[src/design/tgarle_pkg.sv]
`timescale 1ns / 1ps

package tgarle_pkg;

    localparam int unsigned BYTE_W  = 8;
    localparam int unsigned WORD_W  = 32;
    localparam int unsigned COUNT_W = 8;

    // configuration register indexes
    localparam logic CFG_PIXEL_MODE  = 1'b0;
    localparam logic CFG_PIXEL_TOTAL = 1'b1;

    localparam logic MODE_INDEXED   = 1'b0;
    localparam logic MODE_TRUECOLOR = 1'b1;

    localparam logic [WORD_W-1:0] PIXEL_TOTAL_RESET = 32'd4096;

    // transparent key color and alpha codes
    localparam logic [BYTE_W-1:0] KEY_B        = 8'd255;
    localparam logic [BYTE_W-1:0] KEY_G        = 8'd0;
    localparam logic [BYTE_W-1:0] KEY_R        = 8'd255;
    localparam logic [BYTE_W-1:0] ALPHA_OPAQUE = 8'hFF;
    localparam logic [BYTE_W-1:0] ALPHA_CLEAR  = 8'h00;

    // position of a truecolor byte within its pixel
    typedef enum logic [1:0] {
        PIX_BLUE  = 2'd0,
        PIX_GREEN = 2'd1,
        PIX_RED   = 2'd2
    } pix_byte_t;

    typedef struct packed {
        logic [WORD_W-1:0]  pixel_value;
        logic [COUNT_W-1:0] repeat_count;
        logic [WORD_W-1:0]  first_position;
        logic               image_done;
        logic               overrun;
    } result_t;

endpackage

[src/design/tga_rle_pixel_decoder_core.sv]
`timescale 1ns / 1ps
// a result is registered in the output register, or the skid stage if the output stalls
// one byte per cycle while not stalled; header and leading color bytes give no result
// the output register plus a one-word skid stage keep bytes flowing while results wait
// rst_n clears the parser to expect a packet header, pixel_mode to truecolor and
// pixel_total to 4096, and empties the output stages
module tga_rle_pixel_decoder_core
(
    input  logic                         clk,
    input  logic                         rst_n,

    input  logic                         cfg_we,
    input  logic                         cfg_index,
    input  logic [tgarle_pkg::WORD_W-1:0] cfg_data,

    input  logic                         byte_valid,
    output logic                         byte_stall,
    input  logic [tgarle_pkg::BYTE_W-1:0] data_byte,

    output logic                          result_valid,
    input  logic                          result_stall,
    output logic [tgarle_pkg::WORD_W-1:0]  pixel_value,
    output logic [tgarle_pkg::COUNT_W-1:0] repeat_count,
    output logic [tgarle_pkg::WORD_W-1:0]  first_position,
    output logic                          image_done,
    output logic                          overrun
);
    import tgarle_pkg::*;

    logic                pixel_mode_reg;
    logic [WORD_W-1:0]   pixel_total_reg;

    logic                expect_header_reg, expect_header_next;
    logic                packet_is_run_reg, packet_is_run_next;
    logic [COUNT_W-1:0]  pixels_left_reg, pixels_left_next;
    pix_byte_t           byte_in_pixel_reg, byte_in_pixel_next;
    logic [2*BYTE_W-1:0] partial_color_reg, partial_color_next;
    logic [WORD_W-1:0]   pixels_done_reg, pixels_done_next;

    result_t             out_reg, skid_reg;
    logic                out_valid_reg, skid_valid_reg;

    logic                accept;
    logic                produce;
    result_t             result;

    logic [WORD_W-1:0]   total;
    logic [WORD_W-1:0]   remaining;
    logic [COUNT_W-1:0]  repeat_cnt;
    logic                over;
    logic                done;
    logic                pixel_ready;
    logic [WORD_W-1:0]   value;
    logic [BYTE_W-1:0]   alpha;

    assign byte_stall = skid_valid_reg;
    assign accept     = byte_valid && !byte_stall;

    always_comb
    begin
        total     = (pixel_total_reg == '0) ? WORD_W'(1) : pixel_total_reg;
        remaining = (pixels_done_reg >= total) ? WORD_W'(1) : total - pixels_done_reg;

        expect_header_next = expect_header_reg;
        packet_is_run_next = packet_is_run_reg;
        pixels_left_next   = pixels_left_reg;
        byte_in_pixel_next = byte_in_pixel_reg;
        partial_color_next = partial_color_reg;
        pixels_done_next   = pixels_done_reg;

        pixel_ready = 1'b0;
        value       = '0;
        alpha       = ALPHA_OPAQUE;
        repeat_cnt  = '0;
        over        = 1'b0;
        done        = 1'b0;

        if (expect_header_reg)
        begin
            packet_is_run_next = data_byte[BYTE_W-1];
            pixels_left_next   = {1'b0, data_byte[BYTE_W-2:0]} + COUNT_W'(1);
            byte_in_pixel_next = PIX_BLUE;
            expect_header_next = 1'b0;
        end
        else if (pixel_mode_reg == MODE_INDEXED)
        begin
            value              = {{(WORD_W-BYTE_W){1'b0}}, data_byte};
            byte_in_pixel_next = PIX_BLUE;
            pixel_ready        = 1'b1;
        end
        else
        begin
            case (byte_in_pixel_reg)
                PIX_BLUE:
                begin
                    partial_color_next = {BYTE_W'(0), data_byte};
                    byte_in_pixel_next = PIX_GREEN;
                end
                PIX_GREEN:
                begin
                    partial_color_next = {data_byte, partial_color_reg[BYTE_W-1:0]};
                    byte_in_pixel_next = PIX_RED;
                end
                default:
                begin
                    if (partial_color_reg[BYTE_W-1:0] == KEY_B
                        && partial_color_reg[2*BYTE_W-1:BYTE_W] == KEY_G
                        && data_byte == KEY_R)
                        alpha = ALPHA_CLEAR;
                    value              = {alpha, data_byte, partial_color_reg};
                    byte_in_pixel_next = PIX_BLUE;
                    pixel_ready        = 1'b1;
                end
            endcase
        end

        if (pixel_ready)
        begin
            if (packet_is_run_reg)
            begin
                // clip a run that reaches past the last pixel
                if (WORD_W'(pixels_left_reg) > remaining)
                begin
                    repeat_cnt = remaining[COUNT_W-1:0];
                    over       = 1'b1;
                end
                else
                begin
                    repeat_cnt = pixels_left_reg;
                end
                pixels_left_next = '0;
            end
            else
            begin
                repeat_cnt       = COUNT_W'(1);
                over             = (remaining == WORD_W'(1)) && (pixels_left_reg > COUNT_W'(1));
                pixels_left_next = pixels_left_reg - COUNT_W'(1);
            end
            done = (WORD_W'(repeat_cnt) == remaining);

            if (done)
            begin
                pixels_done_next   = '0;
                pixels_left_next   = '0;
                expect_header_next = 1'b1;
            end
            else
            begin
                pixels_done_next = pixels_done_reg + WORD_W'(repeat_cnt);
                if (pixels_left_next == '0)
                    expect_header_next = 1'b1;
            end
        end

        result.pixel_value    = value;
        result.repeat_count   = repeat_cnt;
        result.first_position = pixels_done_reg;
        result.image_done     = done;
        result.overrun        = over;

        produce = accept && pixel_ready;
    end

    always_ff @(posedge clk or negedge rst_n)
    begin
        if (!rst_n)
        begin
            pixel_mode_reg  <= MODE_TRUECOLOR;
            pixel_total_reg <= PIXEL_TOTAL_RESET;
        end
        else if (cfg_we)
        begin
            case (cfg_index)
                CFG_PIXEL_MODE:  pixel_mode_reg  <= cfg_data[0];
                CFG_PIXEL_TOTAL: pixel_total_reg <= cfg_data;
                default:         pixel_mode_reg  <= pixel_mode_reg;
            endcase
        end
    end

    always_ff @(posedge clk or negedge rst_n)
    begin
        if (!rst_n)
        begin
            expect_header_reg <= 1'b1;
            packet_is_run_reg <= 1'b0;
            pixels_left_reg   <= '0;
            byte_in_pixel_reg <= PIX_BLUE;
            partial_color_reg <= '0;
            pixels_done_reg   <= '0;
        end
        else if (accept)
        begin
            expect_header_reg <= expect_header_next;
            packet_is_run_reg <= packet_is_run_next;
            pixels_left_reg   <= pixels_left_next;
            byte_in_pixel_reg <= byte_in_pixel_next;
            partial_color_reg <= partial_color_next;
            pixels_done_reg   <= pixels_done_next;
        end
    end

    // output register with a one-word skid stage behind it
    always_ff @(posedge clk or negedge rst_n)
    begin
        if (!rst_n)
        begin
            out_valid_reg  <= 1'b0;
            skid_valid_reg <= 1'b0;
        end
        else if (out_valid_reg && !result_stall)
        begin
            if (skid_valid_reg)
            begin
                out_reg        <= skid_reg;
                skid_valid_reg <= 1'b0;
            end
            else if (produce)
            begin
                out_reg <= result;
            end
            else
            begin
                out_valid_reg <= 1'b0;
            end
        end
        else if (out_valid_reg)
        begin
            if (produce)
            begin
                skid_reg       <= result;
                skid_valid_reg <= 1'b1;
            end
        end
        else if (produce)
        begin
            out_reg       <= result;
            out_valid_reg <= 1'b1;
        end
    end

    assign result_valid   = out_valid_reg;
    assign pixel_value    = out_reg.pixel_value;
    assign repeat_count   = out_reg.repeat_count;
    assign first_position = out_reg.first_position;
    assign image_done     = out_reg.image_done;
    assign overrun        = out_reg.overrun;

endmodule

[config.mk]
export PLATFORM = sky130hd
export DESIGN_NAME = tga_rle_pixel_decoder_core
export DESIGN_NICKNAME = d
export VERILOG_FILES = /design/src/design/tgarle_pkg.sv /design/src/design/tga_rle_pixel_decoder_core.sv
export SDC_FILE = /design/constraint.sdc
export NUM_CORES = 1
export LEC_CHECK = 0
export BUFFER_PORTS_ARGS = -buffer_cell sky130_fd_sc_hd__clkbuf_2
export CAP_MARGIN = 5
export CORE_UTILIZATION = 38
export DETAILED_ROUTE_END_ITERATION = 10
export SYNTH_ARGS = -nofsm -noshare
export SYNTH_HDL_FRONTEND = slang
export SYNTH_SLANG_ARGS = --single-unit
[constraint.sdc]
create_clock -name clk -period 8.3 [get_ports clk]
set_clock_uncertainty 0.05 [all_clocks]
set_input_delay 1.245 -clock clk [delete_from_list [all_inputs] [get_ports clk]]
set_output_delay 1.245 -clock clk [all_outputs]
set_load 0.01 [all_outputs]
**Word-level counts from Yosys, hierarchy flattened**

Cells that the tools add are included.

- Add/subtract/negate cells: 4
- Multiply operators: 0
- Divide/modulo/power cells: 0
- Magnitude comparators: 3
- Equality and inequality tests: 8
- Shifts and indexed selects: 0
- Muxes and demuxes: 42
- Bitwise logic cells: 4
- Reductions and logical operators: 28

Operator list:

| operator | count |
|---|---|
| 74-bit 2-to-1 mux | 4 |
| 32-bit 2-to-1 mux | 6 |
| 8-bit 2-to-1 mux | 10 |
| 32-bit by 8-bit adder with 32-bit output | 1 |
| 32-bit by 1-bit equality test with 1-bit output (second input constant) | 1 |
| 8-bit by 32-bit equality test with 1-bit output | 1 |
| 32-bit >= comparator | 1 |
| 8-bit by 32-bit > comparator with 1-bit output | 1 |
| 32-bit logical NOT | 1 |
| 16-bit one-hot mux with 2 select lines | 1 |
| 32-bit subtractor | 1 |
| 1-bit 2-to-1 mux | 18 |
| 8-bit equality test (second input constant) | 2 |
| 8-bit logical NOT | 2 |
| 2-bit AND reduction | 8 |
| 7-bit by 1-bit adder with 8-bit output (second input constant) | 1 |
| 8-bit by 1-bit > comparator with 1-bit output (second input constant) | 1 |
| 4-bit AND reduction | 2 |
| 2-bit nonzero test | 4 |
| 8-bit by 1-bit subtractor with 8-bit output (second input constant) | 1 |
| 1-bit logical AND | 6 |
| 5-bit AND reduction | 1 |
| 2-bit 2-to-1 mux | 2 |
| 2-bit != test (second input constant) | 2 |
| 7 further kinds | 11 |

- Register bits after elaboration: 243
- Bits in latches: 0
- Memory bits (writable): 0
- Memory bits (read-only): 0
- Bits of input ports: 46
- Output and inout port bits: 76
- Memories kept: 0

**Depth between registers and ports, before layout**

Gate-level depths: netlist of run 1.

- Word-level depth: 13
- Gate-level depth with buffers: 35

**Worst setup path after synthesis of run 1**

Ideal clock, no wire load.

- Path type: register to register
- From: reg pixel_total_reg[25]
- To: reg pixels_done_reg[26]
- Setup time: 132 ps
- Arrival: 6187 ps
- Data required time: 8118 ps
- Slack: 1931 ps
- Cell stages (with the launch flop): 36
- Period minus slack after synthesis: 6369 ps
- Cells stage by stage: dfrtp_1 > nor4_1 > nand4_1 > nor2_1 > nor2_1 > ha_1 > inv_1 > fa_1 > a211oi_2 > nor3_2 > o211ai_1 > a31oi_1 > o21a_1 > clkbuf_1 > and2_1 > inv_1 > ha_1 > and3_1 > nand4_1 > o21ai_0 > a21oi_1 > clkbuf_1 > nand2_1 > mux2i_1 > nand2_1 > ha_1 > ha_1 > a21oi_1 > nor3b_1 > a2111o_1 > o2111a_1 > o31ai_4 > buf_2 > nand4_1 > xnor2_1 > nor2_1

- Longest elaborated chain between the ends: 10
- Elaborated cells between the ends (all ways): 12
- Those cells by class: add/sub: 2; order compare: 2; eq/ne: 1; mux: 6; reduce/logical: 1

RTL lines:

| what | line | RTL |
|---|---|---|
| start: declaration | tga_rle_pixel_decoder_core.sv:31 | `logic [WORD_W-1:0] pixel_total_reg;` |
| start signal: assignment | tga_rle_pixel_decoder_core.sv:175 | `CFG_PIXEL_TOTAL: pixel_total_reg <= cfg_data;` |
| 32-bit logical NOT | tga_rle_pixel_decoder_core.sv:61 | `total = (pixel_total_reg == '0) ? WORD_W'(1) : pixel_total_reg;` |
| 32-bit 2-to-1 mux * | tga_rle_pixel_decoder_core.sv:61 |  |
| 32-bit subtractor or 32-bit >= comparator (tied branches) | tga_rle_pixel_decoder_core.sv:62 | `remaining = (pixels_done_reg >= total) ? WORD_W'(1) : total - pixels_done_reg;` |
| 32-bit 2-to-1 mux * | tga_rle_pixel_decoder_core.sv:62 |  |
| 8-bit by 32-bit > comparator with 1-bit output | tga_rle_pixel_decoder_core.sv:122 | `if (WORD_W'(pixels_left_reg) > remaining)` |
| 8-bit 2-to-1 mux | tga_rle_pixel_decoder_core.sv:122 |  |
| 8-bit 2-to-1 mux | tga_rle_pixel_decoder_core.sv:119 | `if (packet_is_run_reg)` |
| 8-bit 2-to-1 mux | tga_rle_pixel_decoder_core.sv:117 | `if (pixel_ready)` |
| 32-bit by 8-bit adder with 32-bit output or 8-bit by 32-bit equality test with 1-bit output (tied branches) | tga_rle_pixel_decoder_core.sv:149, tga_rle_pixel_decoder_core.sv:139 |  |
| 32-bit 2-to-1 mux * | tga_rle_pixel_decoder_core.sv:141 | `if (done)` |
| end signal: assignment | tga_rle_pixel_decoder_core.sv:199 | `pixels_done_reg <= pixels_done_next;` |
| end: declaration | tga_rle_pixel_decoder_core.sv:38 | `logic [WORD_W-1:0] pixels_done_reg, pixels_done_next;` |

Every way passes the cells marked *; elsewhere a longest branch is shown, timed or not. The select of a mux whose other input is x is not followed.
A chain may end at the register's enable or synchronous reset.

**Final worst setup path of run 1**

- From: reg pixel_total_reg[24]
- To: reg pixels_done_reg[16]

Same word-level chain as after synthesis.

==> metrics.csv, run 1 <==
metric;value;unit
run_status;complete, but fails checks;
violations;DRC;
areaGrowthSynthToFinish;12.59;%
yosys.cell_count.top_type;nand2_1;
clk_pin_slew_worst_paths;60;ps
power.combinational.fraction;45.4;%
rows;69;
flip_flop_and_latch_count_after_synthesis;236;
tritoncts;done;
cp_data_arrival_time;8110;ps
drcViolationCount;10;
replace_congestion;0.9092;
crit_path_kind;register to register;
crit_path_time_final;7704;ps
cts_resized;0;
timing.rr.start;pixel_total_reg[24];
worstMarginPinSlew;1042;ps
multi_input_combinational_cell_area;6641;µm²
n_fill_cell;3490;
top_usage_layer;met2;
yosys.area.top_type;edfxtp_1;
start_util;38.89;%
timing.critical_path.to_type;register;
post_synth.cell_area_avg;9.579;µm²
fp.dieH;193.3;µm
ctsLongestPathBuffers;3;
crit_slowest_cell;nor3b_1;
grt_antenna_before_repair;0;
placement.cell_area;14760;µm²
worst-path-buf-inv;3;
cp.required;8710;ps
setup.reg_to_reg.worst_slack;600;ps
layout.core_utilization;43.79;%
netlist_top_cells_area;edfxtp_1 30%, dfrtp_1 17%, nand2_1 5.6%, ha_1 4.2%, nor2_1 3.6%;
hold-path-endpoint;skid_reg[19];
setup_slack_placement;717.4;ps
max_clock_freq;129.8;MHz
grt_start_max_net_pins;75;
crit_path_start_kind;register;
reg2reg_depth;33;
final_layout_size_suffix_gt1_share;17.47;%
cts.htree.levels;1;
setup_repair_after_global_routing_missed_its_margin;no;
gr_usage_total;20.02;%
post_synth_num_cell_types;91;
hold_violations;0;
cts_hold_repair.buffers;0;
wl;37.51;mm
layout_setup_ws;596.3;ps
finalSetupViolations;0;
yosys_warnings;0;
slew_viol_final;0;
groute.layer.met3.usage;2.650;%
fp.dieW;193.3;µm
worstHoldPathType;register to register;
synth.yosys.seq_area_share;47.59;%
cell_area_after_synthesis;13900;µm²
final_nets;1601;
final_area;15650;µm²
reg2reg_to;pixels_done_reg[16];
power.share.sequential;33.7;%
cp_common_cell;ha_1;
detailed_router_iteration_count_before_antenna_repair;11;
globalRoute.totalOverflow;0;
total_power;5.692;mW
synth_enable_flop_cells;141;
pwr-share-clk;20.9;%
drt_iter0_drc;1025;
synth-main-ff-cell;edfxtp_1;
power.switching_fraction;42.05;%
dr_total_vias;11190;
root_buffer;clkbuf_16;
slew_headroom;30.52;%
worst_ir_drop_vdd;174.2;µV
synth_commonest_cells;206 x nand2_1, 141 x edfxtp_1, 132 x nor2_1;
hold-path-cell-count;0;
via_count_of_the_first_global_routing_pass;10810;
min_from;pixels_done_reg[17];
dieArea;37350;µm²
wire_per_inst;18.86;µm
grt_first_pass_wirelength;60.35;mm
clk_latency;550;ps
cpLargestDelayFamily;simple AND/OR/NAND/NOR gates;
cp_max_fo;14;
antenna_left;0;
finalSetupTns;0;ps
power.density;363.7;nW/µm²
buffer_ports.inserted;121;
power.leakage;6.144;nW
met2_usage;30.29;%
via_per_inst;5.625;
cts_buffers;27;
placeableCoreArea;35740;µm²
clock_sink_count;236;
postCtsSetupRepairBufs;0;
seqCellArea;6615;µm²
pin_count;122;
total_switching_power;2.394;mW
detailedPlacementHpwl;26.88;mm
postSynthNetCount;1545;
synth_top_area_share;30.46;%
async_flop_share;40.25;%
global_route.usage.met1;29.98;%
timing.final.crit_share;92.82;%
p_int;3.298;mW
largest_register_ffs;67;
crit_path_max_incr_delay;510;ps
number_of_max_capacitance_violations_reported;0;
antennaDiodeCount;0;
number_of_instances_in_the_synthesized_netlist;1451;
-- per-layer routing --
metal  part of all wire [%]  vias to the layer above
met5                      0                        -
met4                    2.0                        0
met3                    5.7                       47
li1                       -                     5381
met2                     44                      337
met1                     48                     5423
-- layout make-up --
cell class	count	area share, %
multi-input combinational	1051	42.44
sequential	236	42.27
clock buffer	39	5.125
timing repair buffer	136	4.605
tap	461	3.686
inverter	55	1.319
clock inverter	11	0.5596
-- worst max-delay path by stage --
stage	startpoint	depth (start not counted)	to	slack (ps)
after floorplan	pixel_total_reg[25]	35	pixels_done_reg[26]	1930
after global placement	pixel_total_reg[24]	33	pixels_done_reg[24]	980
after detailed placement	pixel_total_reg[24]	33	pixels_done_reg[16]	720
after CTS	pixel_total_reg[24]	33	pixels_done_reg[16]	670
after global routing	pixel_total_reg[24]	33	pixels_done_reg[16]	5
final	pixel_total_reg[24]	33	pixels_done_reg[16]	600
-- logic make-up after synthesis --
kind of cell	Yosys count	synth area share, %
XOR/XNOR	40	2.521
buffers and inverters	164	4.843
AND/OR/NAND/NOR	537	18.33
AO/OA/AOI/OAI	356	16.91
adder cells (fa/ha/maj)	49	4.447
flip-flops	236	47.59
multiplexers	69	5.356
-- stage by stage --
step | cells | hold slack [ps]
after floorplan | 1451 | 396.4
after global placement | 1939 | 421.7
after detailed placement | 1939 | 417.9
after CTS | 1989 | 427.8
after global routing | 1989 | 443.8
final | 1989 | 429.6
-- placed cells by master (no fill, tap or decap), drive strengths merged, types with 5 or more instances in the layout --
cell	n
a211oi	13
a21o	15
a21oi	91
a31oi	43
and2	32
and3	11
and4	5
buf	16
clkbuf	159
clkinv	8
dfrtp	92
edfxtp	141
ha	47
inv	56
mux2	43
mux2i	26
nand2	206
nand2b	6
nand3	26
nand4	26
nor2	133
nor2b	6
nor3	29
nor4	24
o2111ai	6
o211ai	10
o21a	17
o21ai	96
o21bai	8
o31ai	5
or2	5
or3	12
or4	7
xnor2	31
xor2	9
-- power by group through the flow --
stage	registers [mW]	clock network [mW]	logic [mW]
after global placement	1.93	0	2.53
after detailed placement	1.94	0	2.55
final	1.92	1.19	2.58
after global routing	1.96	1.27	2.87
after CTS	1.92	1.22	2.56
after floorplan	1.86	0	1.89
No activity file was read; power rests on OpenSTA's default activity.
==> run 2: changes to the inputs <==
CORE_UTILIZATION = 50   (was 38)
PLACE_DENSITY_LB_ADDON = 0.12   (was default)
==> run 2 against run 1 <==
- the flow now finishes without violations
- die area decreased by 24%
- largest cell class unchanged
- wire length decreased by 1.9%
- highest routed layer unchanged
- via count decreased by 0.63%
- final area decreased by 0.98%
- cell count fell by 4.7%
- critical endpoint unchanged
- largest power group unchanged
- combinational power hardly changed
- count of clock-buffer cells in the layout down 4
- critical path depth is 1 higher
==> metrics.csv, run 2 (synthesis results as in run 1) <==
metric;value;unit
via_count_of_the_first_global_routing_pass;10320;
hold_violations;0;
crit_path_kind;register to register;
final_nets;1597;
cp_data_arrival_time;8030;ps
placeableCoreArea;27100;µm²
power.switching_fraction;42.28;%
grt_antenna_before_repair;0;
timing.critical_path.to_type;register;
placement.cell_area;14630;µm²
tritoncts;done;
cp_common_cell;ha_1;
setup_repair_after_global_routing_missed_its_margin;no;
hold-path-endpoint;skid_reg[29];
cts.htree.levels;1;
areaGrowthSynthToFinish;11.50;%
grt_first_pass_wirelength;57.81;mm
final_area;15500;µm²
gr_usage_total;25.62;%
pin_count;122;
cts_resized;0;
dr_total_vias;11120;
grt_start_max_net_pins;81;
timing.final.crit_share;92.13;%
p_int;3.271;mW
worst_ir_drop_vdd;215.4;µV
post-place-cells;1847;
layout.core_utilization;57.18;%
replace_congestion;0.9637;
pwr-share-clk;20.5;%
reg2reg_depth;34;
rows;60;
n_fill_cell;2389;
antenna_left;0;
fp.dieH;168.7;µm
globalRoute.totalOverflow;0;
power.share.sequential;33.7;%
slew_headroom;29.60;%
cts_hold_repair.buffers;0;
reg2reg_to;pixels_done_reg[16];
power.combinational.fraction;45.8;%
clk_latency;540;ps
worstMarginPinSlew;1056;ps
wl;36.79;mm
finalSetupTns;0;ps
final_layout_size_suffix_gt1_share;17.40;%
via_per_inst;5.867;
power.density;365.7;nW/µm²
min_from;pixels_done_reg[27];
total_switching_power;2.396;mW
commonest_non_fill_non_tap_cell_in_the_layout;nand2_1;
clk_pin_slew_worst_paths;60;ps
hold-path-cell-count;0;
most-common-layout-cells;204 x nand2_1, 141 x edfxtp_1, 130 x nor2_1;
worstHoldPathType;register to register;
buffer_ports.inserted;121;
ctsLongestPathBuffers;3;
start_util;51.29;%
fp.dieW;168.7;µm
max_clock_freq;130.8;MHz
crit_path_max_incr_delay;430;ps
power.leakage;6.115;nW
crit_slowest_cell;a2111o_1;
run_status;finished, final reports clean;
detailedPlacementHpwl;26.41;mm
timing.rr.start;pixel_total_reg[29];
setup.reg_to_reg.worst_slack;650;ps
cp.required;8680;ps
postCtsSetupRepairBufs;0;
dieArea;28470;µm²
detailed_router_iteration_count_before_antenna_repair;5;
antennaDiodeCount;0;
number_of_max_capacitance_violations_reported;0;
drt_iter0_drc;1052;
cp_max_fo;14;
crit_path_time_final;7647;ps
drcViolationCount;0;
post_layout_nonfiller_instances;1895;
wire_per_inst;19.41;µm
finalSetupViolations;0;
clock_sink_count;236;
root_buffer;clkbuf_16;
slew_viol_final;0;
crit_path_start_kind;register;
largest_register_ffs;67;
cts_buffers;26;
run 2: worst max path at each step:
| stage | from | to | slack, ps | cells past startpoint |
|---|---|---|---|---|
| final | pixel_total_reg[29] | pixels_done_reg[16] | 650 | 34 |
| after global routing | pixel_total_reg[25] | pixels_done_reg[16] | 200 | 34 |
| after CTS | pixel_total_reg[29] | pixels_done_reg[16] | 540 | 34 |
| after detailed placement | pixel_total_reg[29] | pixels_done_reg[16] | 600 | 34 |
| after global placement | pixel_total_reg[17] | pixels_done_reg[28] | 860 | 34 |
| after floorplan | pixel_total_reg[25] | pixels_done_reg[26] | 1930 | 35 |
run 2: area by class of cell:
type / count / area (µm²) / share of cell area, %
multi-input cells: 1051 / 6646 / 42.89
flip-flops and latches: 236 / 6615 / 42.69
clock buffers: 35 / 724.4 / 4.675
repair buffers: 133 / 698.2 / 4.505
well taps: 372 / 465.4 / 3.003
inverters: 55 / 206.4 / 1.332
clock inverters: 13 / 141.4 / 0.9123
run 2: stage by stage:
| step | hold WS, ps | power (mW) | worst slack (ps) |
|---|---|---|---|
| 3_3_place_gp | 424.7 | 4.449 | 864.6 |
| 2_1_floorplan | 396.4 | 3.747 | 1931 |
| 5_1_grt | 457.1 | 6.041 | 201.5 |
| 4_1_cts | 441.9 | 5.659 | 537.2 |
| 3_5_place_dp | 426.6 | 4.484 | 602.9 |
| 6_report | 442.2 | 5.668 | 653.1 |
run 2: power groups by stage:
stage	clock (mW)	sequential, mW	combinational (mW)
finish	1.16	1.91	2.60
global route	1.23	1.95	2.87
CTS	1.18	1.91	2.57
detailed placement	0	1.93	2.56
global placement	0	1.92	2.53
floorplan	0	1.86	1.89
run 2: critical path: cells and delay by family, from the launching register on:
family,cells,cell delay (ps)
AO/OA/AOI/OAI,11,2380
XOR/XNOR,1,170
adder cells (fa/ha/maj),4,880
buffers and inverters,4,620
flip-flops,1,410
multiplexers,1,320
AND/OR/NAND/NOR,13,2730
run 2: metal layers:
metal,vias to the layer above,track usage (%),part of all wire (%)
met5,-,0,0
met3,46,3.250,5.6
met1,5370,40.43,50
li1,5372,-,-
met2,330,37.21,42
met4,0,5.692,2.0
==> run 3: changes to the inputs <==
--- a/config.mk
+++ b/config.mk
@@ -7,5 +7,6 @@
 export LEC_CHECK = 0
+export ABC_AREA = 1
 export BUFFER_PORTS_ARGS = -buffer_cell sky130_fd_sc_hd__clkbuf_2
 export CAP_MARGIN = 5
-export CORE_UTILIZATION = 50
+export CORE_UTILIZATION = 30
 export DETAILED_ROUTE_END_ITERATION = 10
--- a/constraint.sdc
+++ b/constraint.sdc
@@ -4,2 +4,2 @@
 set_output_delay 1.245 -clock clk [all_outputs]
-set_load 0.01 [all_outputs]
+set_load 0.1 [all_outputs]
==> run 3 against run 2 <==
- sequential cell count unchanged
- first-iteration DRC count decreased by 29%
- critical path type unchanged
- sequential power about the same
- largest power group unchanged
- clock power increased by 4%
- synthesized cell count increased by 32%
- critical endpoint is now pixels_done_reg[31]
- largest cell class unchanged
- fmax increased by 9.7%
- synthesized area increased by 5.5%
- wire length increased by 24%
==> metrics.csv, run 3 <==
metric;value;unit
final_nets;2085;
fp.dieW;223.1;µm
worstHoldPathType;register to register;
wire_per_inst;17.41;µm
clock_sink_count;236;
drt_iter0_drc;748;
dieArea;49760;µm²
largest_register_ffs;67;
cts.htree.levels;1;
clk_latency;590;ps
setup_slack_placement;1420;ps
grt_start_max_net_pins;76;
cts_hold_repair.buffers;0;
gr_usage_total;18.25;%
setup_repair_after_global_routing_missed_its_margin;no;
cp_max_fo;23;
dr_total_vias;12700;
timing.final.crit_share;84.02;%
cp_common_cell;nand2_1;
pin_count;122;
detailed_router_iteration_count_before_antenna_repair;7;
flip_flop_and_latch_count_after_synthesis;236;
crit_path_max_incr_delay;470;ps
post_synth_num_cell_types;50;
worst_ir_drop_vdd;182.7;µV
grt_first_pass_wirelength;71.04;mm
crit_path_kind;register to register;
grt_antenna_before_repair;0;
tritoncts;done;
postSynthNetCount;2003;
cp.required;8710;ps
cp_data_arrival_time;7390;ps
netlist_top_cells_area;edfxtp_1 29%, dfrtp_1 16%, nand2_1 13%, inv_1 6.3%, nor2_1 5.9%;
start_util;30.58;%
crit_path_start_kind;register;
max_clock_freq;143.4;MHz
clk_pin_slew_worst_paths;60;ps
postCtsSetupRepairBufs;0;
number_of_instances_in_the_synthesized_netlist;1909;
placeableCoreArea;47950;µm²
final_layout_size_suffix_gt1_share;14.11;%
cts_resized;0;
crit_path_time_final;6974;ps
antennaDiodeCount;0;
setup.reg_to_reg.worst_slack;1330;ps
seqCellArea;6615;µm²
multi_input_combinational_cell_area;6719;µm²
power.leakage;7.776;nW
run_status;finished, final reports clean;
synth.yosys.seq_area_share;45.12;%
number_of_max_capacitance_violations_reported;0;
post_synth.cell_area_avg;7.680;µm²
antenna_left;0;
hold_violations;0;
yosys.area.top_type;edfxtp_1;
layout_setup_ws;1326;ps
cts_buffers;28;
synth_top_area_share;28.88;%
worst-path-buf-inv;3;
n_fill_cell;5115;
wl;45.75;mm
fp.dieH;223.1;µm
detailedPlacementHpwl;34.54;mm
slew_viol_final;0;
async_flop_share;40.25;%
globalRoute.totalOverflow;0;
slew_headroom;34.78;%
buffer_ports.inserted;121;
ctsLongestPathBuffers;3;
areaGrowthSynthToFinish;13.87;%
synth-main-ff-cell;edfxtp_1;
finalSetupViolations;0;
commonest_non_fill_non_tap_cell_in_the_layout;nand2_1;
worstMarginPinSlew;978.2;ps
rows;80;
yosys_warnings;0;
crit_slowest_cell;o41a_1;
cpLargestDelayFamily;simple AND/OR/NAND/NOR gates;
power.density;421.2;nW/µm²
timing.critical_path.to_type;register;
via_count_of_the_first_global_routing_pass;12120;
via_per_inst;4.833;
synth_commonest_cells;526 x nand2_1, 245 x inv_1, 231 x nor2_1;
most-common-layout-cells;525 x nand2_1, 244 x inv_1, 230 x nor2_1;
root_buffer;clkbuf_16;
drcViolationCount;0;
yosys.cell_count.top_type;nand2_1;
finalSetupTns;0;ps
cell_area_after_synthesis;14660;µm²
synth_enable_flop_cells;141;
replace_congestion;0.9145;
run 3: cell families after synthesis:
group	share of synthesized area [%]
simple gates	28.56
buf+inv	9.234
compound gates	9.780
flops	45.12
fa+ha+maj	4.147
mux	2.381
xor+xnor	0.7766
run 3: path summary, 6_finish.rpt:
kind / startpoint / to / depth (start not counted)
worst min register to register: pixels_done_reg[21] / skid_reg[23] / 0
max in group asynchronous: rst_n / pixel_total_reg[11] / 2
worst max-delay path: pixel_total_reg[16] / pixels_done_reg[31] / 37
worst max register to register: pixel_total_reg[16] / pixels_done_reg[31] / 37
worst min-delay path: pixels_done_reg[21] / skid_reg[23] / 0
min in group asynchronous: rst_n / pixels_done_reg[11] / 1
run 3: cell type report:
type                       instances  share of cell area [%]
clock buffer                      37                   4.639
clock inverter                    15                  0.7345
inverter                         265                   5.966
multi-input combinational       1327                   40.25
sequential                       236                   39.62
tap                              615                   4.609
timing repair buffer             133                   4.182
run 3: routing by layer:
metal	up-vias	global-route usage (%)	share of wire (%)
met5	-	0	0
met4	0	3.826	1.9
met3	52	2.147	3.9
met2	262	28.62	44
met1	5991	26.84	50
li1	6395	-	-
run 3: per-stage QoR:
step                area, µm²  hold WS [ps]  utilization, %  cells  total power [mW]
floorplan               14660         396.4               -   1909             4.881
global placement        15800         414.3           32.95   2576             5.846
detailed placement      15800         414.7           32.95   2576             5.852
CTS                     16690         430.2           34.82   2628             7.096
global route            16690         448.5           34.82   2628             7.550
finish                  16690         426.5           34.82   2628             7.031
run 3: report_power, final:
part	switching (mW)	leakage (nW)	internal, mW	total (mW)
combinational	2.91	4.86	0.978	3.89
clock	0.521	0.443	0.687	1.21
sequential	0.292	2.47	1.64	1.94
